## config.mk

```make
export PLATFORM = sky130hd
export DESIGN_NAME = mf2d_fifo
export DESIGN_NICKNAME = d
export VERILOG_FILES = /design/src/design/mf2d_fifo.sv
export SDC_FILE = /design/constraint.sdc
export NUM_CORES = 1
export LEC_CHECK = 0
export BUFFER_PORTS_ARGS = -buffer_cell sky130_fd_sc_hd__buf_2
export CAP_MARGIN = 20
export CORE_MARGIN = 2
export CORE_UTILIZATION = 52
export CTS_BUF_LIST = sky130_fd_sc_hd__clkbuf_4
export DETAILED_ROUTE_END_ITERATION = 10
export PLACE_DENSITY = 0.76
export SYNTH_ARGS = -nofsm -noshare
export SYNTH_HDL_FRONTEND = slang
export SYNTH_SLANG_ARGS = --single-unit
```

## constraint.sdc

```tcl
create_clock -name clk -period 1.5 [get_ports clk]
set_clock_uncertainty 0.2 [all_clocks]
set_input_delay 0.3 -clock clk [delete_from_list [all_inputs] [get_ports clk]]
set_output_delay 0.3 -clock clk [all_outputs]
set_load 0.03 [all_outputs]
```

## src/design/mf2d_fifo.sv

```systemverilog
// small job queue between front and back
module mf2d_fifo #(
    parameter int DATA_W = 8,
    parameter int DEPTH  = 4
) (
    input  logic              clk,
    input  logic              rst_n,
    input  logic              push,
    input  logic [DATA_W-1:0] wdata,
    output logic              full,
    input  logic              pop,
    output logic [DATA_W-1:0] rdata,
    output logic              empty
);
    localparam int PW = (DEPTH > 1) ? $clog2(DEPTH) : 1;
    localparam int NW = $clog2(DEPTH + 1);

    logic [DATA_W-1:0] buf_reg [DEPTH];
    logic [PW-1:0]     wr_ptr_reg;
    logic [PW-1:0]     rd_ptr_reg;
    logic [NW-1:0]     count_reg;

    assign full  = (count_reg == NW'(DEPTH));
    assign empty = (count_reg == '0);
    assign rdata = buf_reg[rd_ptr_reg];

    always_ff @(posedge clk)
    begin
        if (push)
        begin
            buf_reg[wr_ptr_reg] <= wdata;
        end
    end

    always_ff @(posedge clk or negedge rst_n)
    begin
        if (!rst_n)
        begin
            wr_ptr_reg <= '0;
            rd_ptr_reg <= '0;
            count_reg  <= '0;
        end
        else
        begin
            if (push)
            begin
                wr_ptr_reg <= (wr_ptr_reg == PW'(DEPTH - 1)) ? '0 : wr_ptr_reg + 1'b1;
            end
            if (pop)
            begin
                rd_ptr_reg <= (rd_ptr_reg == PW'(DEPTH - 1)) ? '0 : rd_ptr_reg + 1'b1;
            end
            if (push && !pop)
            begin
                count_reg <= count_reg + 1'b1;
            end
            else if (pop && !push)
            begin
                count_reg <= count_reg - 1'b1;
            end
        end
    end

`ifndef ASSERT_OFF
    a_no_overflow: assert property (@(posedge clk) disable iff (!rst_n) push |-> !full)
        else $error("push into full queue");
    a_no_underflow: assert property (@(posedge clk) disable iff (!rst_n) pop |-> !empty)
        else $error("pop from empty queue");
    a_count_range: assert property (@(posedge clk) disable iff (!rst_n)
        count_reg <= NW'(DEPTH))
        else $error("queue count out of range");
`endif

endmodule

```

After elaboration in Yosys (flattened, before gate mapping)
Memory sizes are Yosys's and may differ from the RTL's.
Index checks and enable logic that the tools add are counted.

cells by class
  $add $sub $neg = 4
  equality and inequality tests = 3
  muxes and demuxes = 6
  reductions and logical operators = 6

operators by type and width
  kind                   number
  $mux W3                2
  $add A2 B1 Y2 const B  2
  $eq A2 B2 Y1 const B   2
  $mux W2                2
  $add A3 B1 Y3 const B  1
  $eq A3 B3 Y1 const B   1
  $logic_not A3 Y1       1
  $sub A3 B1 Y3 const B  1
  $logic_and A1 B1 Y1    2
  $logic_not A1 Y1       2
  $mux W1                2
  $reduce_bool A2 Y1     1

storage, ports and cells
  register bits after elaboration = 7
  bits in writable memories = 32
  output and inout bits = 10
  memories = 1

memories
  memory   words  bits a word  rd ports  clocked after Yosys merged registers in  write ports  line  text
  buf_reg  4      8            1         0                                        1            18    logic [DATA_W-1:0] buf_reg [DEPTH];

Logic depth before layout (Yosys ltp)
  depth in word-level cells = 4
  gate-level depth with buffers = 7

Worst setup path after synthesis
Ideal clock, no wire load.

  path kind = flip-flop to output port
  start = register count_reg[0]
  end = output port full
  arrival time = 1.160 ns
  data required time = 1.000 ns
  path slack = -0.160 ns
  cell stages (with the launch flop) = 2
  path buffers = 0
  cell sequence = dfrtp_1 -> nor3b_1

on the way
  cells in the longest elaborated chain, start to end = 1

ends and longest elaborated chain
  what                    line  text
  from (decl)             21    logic [NW-1:0] count_reg;
  from (signal assigned)  55    count_reg <= count_reg + 1'b1;
  from (signal assigned)  59    count_reg <= count_reg - 1'b1;
  $eq A3 B3 Y1            23    assign full = (count_reg == NW'(DEPTH));
  to (decl)               10    output logic full,

Every way passes these cells.

Worst setup path in the final report
  start = register rd_ptr_reg[0]
  end = output port rdata[0]

on the way
  cells in the longest elaborated chain, start to end = 1

ends and longest elaborated chain
  what                    line  text
  from (decl)             20    logic [PW-1:0] rd_ptr_reg;
  from (signal assigned)  51    rd_ptr_reg <= (rd_ptr_reg == PW'(DEPTH - 1)) ? '0 : rd_ptr_reg + 1'b1;
  $mem_v2 Z4 W8           -
  to (decl)               12    output logic [DATA_W-1:0] rdata,

Every way passes these cells.

==> out/metrics.csv <==
metric,value,unit
Worst Hold Class,in2reg,
DP Cell Count,141,
TritonCTS Buffers,5,
P_leak,0.8358,nW
final setup violation count,12,
Max stage delay on crit path,510,ps
CP most frequent cell,buf_6,
area grow syn2layout,36.89,%
Sw Ratio,33.00,%
wire length of the first global-routing pass,3960,um
Clock power frac,12.6,%
most area-consuming cells after synthesis,"edfxtp_1, mux4_2, dfrtp_1",
Synth cell types,18,
Core Region,2805,um2
DRT iter0 DRCs,27,
Setup WS pre-CTS,-227.5,ps
uppermost routed layer,met4,
yosys warns,0,
via count,855,
starting density of the core,55.98,%
Gate power share,48.8,%
Die ar.,3475,um2
Die Ht,58.95,um
Avg WL per Cell,15.90,um
Final HPWL DP,1758,um
period utilization,136.4,%
port buffer count,21,
# Max-Cap Violations,0,
Final Cell Area,2150,um2
final WL,2592,um
CP max stage cell,mux4_2,
worst reg-to-reg setup slack,-110,ps
global route total overflow,0,
clk root buf,clkbuf_4,
Yosys top cell area share,61.20,%
largest net degree at the start of global routing,13,
Rows,19,
cell area power density,1848,nW/um2
Tot GR Track Use,16.64,%
Final Hold Fails,0,
failing checks,"DRC, setup timing",
htree depth,2,
DRC,2,
met2 wire len,1428,um
CTS tree,yes,
Syn Inst Count,79,
cell family with most CP delay,multiplexers,
sequential share of power,38.6,%
area post-placement,1876,um2
RSZ-0062 raised after global routing,true,
post-synth top area cell,edfxtp_1,
Die Span X,58.95,um
critical path arrival,1550,ps
switching pwr,1.311,mW
Pint,2.662,mW
nature of the critical path endpoint,primary output,
IO Count,22,
Largest register FFs,32,
Min Hold Slack,114.5,ps
Fmax,488.8,MHz
Clock Path Buffers,2,
initial antenna violation count,0,
Final Slew Violations,0,
Seq cells post-synth,39,
fin nets,150,
vias in the first global route,843,
Clock transition at path regs,100,ps
minimum clock period after layout,2046,ps
startpoint types,flop,
share of layout cells above drive strength 1,48.48,%
synthesized area,1570,um2
final setup TNS,-4817,ps
drt pass-1 iters,7,
clock latency on the worst-skew pair,320,ps
Syn Area/Cell,19.88,um2
CP max FO,6,
final worst slack,-545.8,ps
peak supply drop,1.490,mV
Antenna Nets Post-Route,0,
Vias/cell,5.245,
CP Class,reg2out,
"Req. time, crit path",1000,ps
routability cong.,0.7004,
outcome,finished with violations,
wl on met1,1019,um
Worst Tran Pin Value,171.6,ps
CTS Sinks,39,
fin cells,163,
syn_nets,98,
crit-path cells,buf_6 > mux4_2 > buf_6,
Worst Path Buf+Inv,2,
antenna cells,0,
Slew Limit Headroom,88.56,%
Met3 Routed Length,114,um
sequential area share after synthesis,72.35,%
==> layout by cell type, fill, tap and decap left out, drive strengths merged <==
cell,n
and2,4
buf,38
clkbuf,6
clkinv,2
dfrtp,7
dlygate4sd3,9
edfxtp,32
fa,1
ha,6
inv,5
mux2,3
mux4,8
nand2,1
nand3,1
nor2,2
nor3,1
nor3b,1
o21ai,2
xnor2,1
xor2,2
==> layout make-up <==
class / count / area [um2]
clock inverters: 2 / 8.758
well taps: 31 / 38.79
flip-flops and latches: 39 / 1137
repair buffers: 47 / 457.9
multi-input cells: 33 / 430.4
fillers: 162 / 655.6
clock buffers: 6 / 45.04
inverters: 5 / 31.28
==> worst min-delay path: cells and delay by family <==
family	cells	cell delay [ps]
fa+ha+maj	1	140
buf+inv	1	110
xor+xnor	1	60
==> layer usage <==
layer	GRT usage (%)	vias up
li1	-	409
met1	18.39	420
met2	29.52	22
met3	4.615	4
met4	7.792	0
met5	0	-
==> through the flow <==
step / util [%] / power (mW)
2_1_floorplan: - / 2.556
3_3_place_gp: 66.86 / 3.002
3_5_place_dp: 66.86 / 3.070
4_1_cts: 75.33 / 3.896
5_1_grt: 76.63 / 4.184
6_report: 76.63 / 3.973
==> cells in the mapped netlist, drive strengths merged <==
| library cell | number |
|---|---|
| dfrtp | 7 |
| ha | 6 |
| inv | 5 |
| nand3 | 1 |
| xor2 | 2 |
| xnor2 | 1 |
| edfxtp | 32 |
| nor2 | 2 |
| buf | 2 |
| o21ai | 2 |
| mux4 | 8 |
| mux2 | 3 |
| fa | 1 |
| nor3 | 1 |
| nand2 | 1 |
| and2 | 4 |
| nor3b | 1 |
==> what timing repair did <==
action / in CTS / in global routing
setup buffers: 2 / 4
hold buffers: 9 / 0
setup endpoints to repair: 13 / 21
hold endpoints to repair: 39 / 0
pin swaps: 5 / 3
gates resized for setup: 25 / 7
==> cell families after synthesis <==
family / synth area share [%]
xor gates and xnor gates: 1.674
AOI/OAI and AO/OA: 0.6375
adders and majority gates: 6.056
DFF: 72.35
and+or+nand+nor: 3.426
buffers and inverters: 2.231
muxes: 13.63
==> final timing paths <==
kind                               start            end  cells after the start
max                        rd_ptr_reg[0]       rdata[0]                      3
min                                 push   count_reg[0]                      3
max reg2reg                 count_reg[1]   count_reg[2]                      5
max in group asynchronous          rst_n  rd_ptr_reg[1]                      2
min reg2reg                 count_reg[2]   count_reg[2]                      1
min in group asynchronous          rst_n  rd_ptr_reg[0]                      2
==> power by group through the flow <==
| stage | sequential, mW | combinational (mW) | clock [mW] |
|---|---|---|---|
| 2_1_floorplan | 1.55 | 1.01 | 0 |
| 3_3_place_gp | 1.58 | 1.42 | 0 |
| 3_5_place_dp | 1.60 | 1.47 | 0 |
| 4_1_cts | 1.58 | 1.80 | 0.518 |
| 5_1_grt | 1.55 | 2.08 | 0.551 |
| 6_report | 1.53 | 1.94 | 0.500 |
No activity file was read; power rests on OpenSTA's default activity.
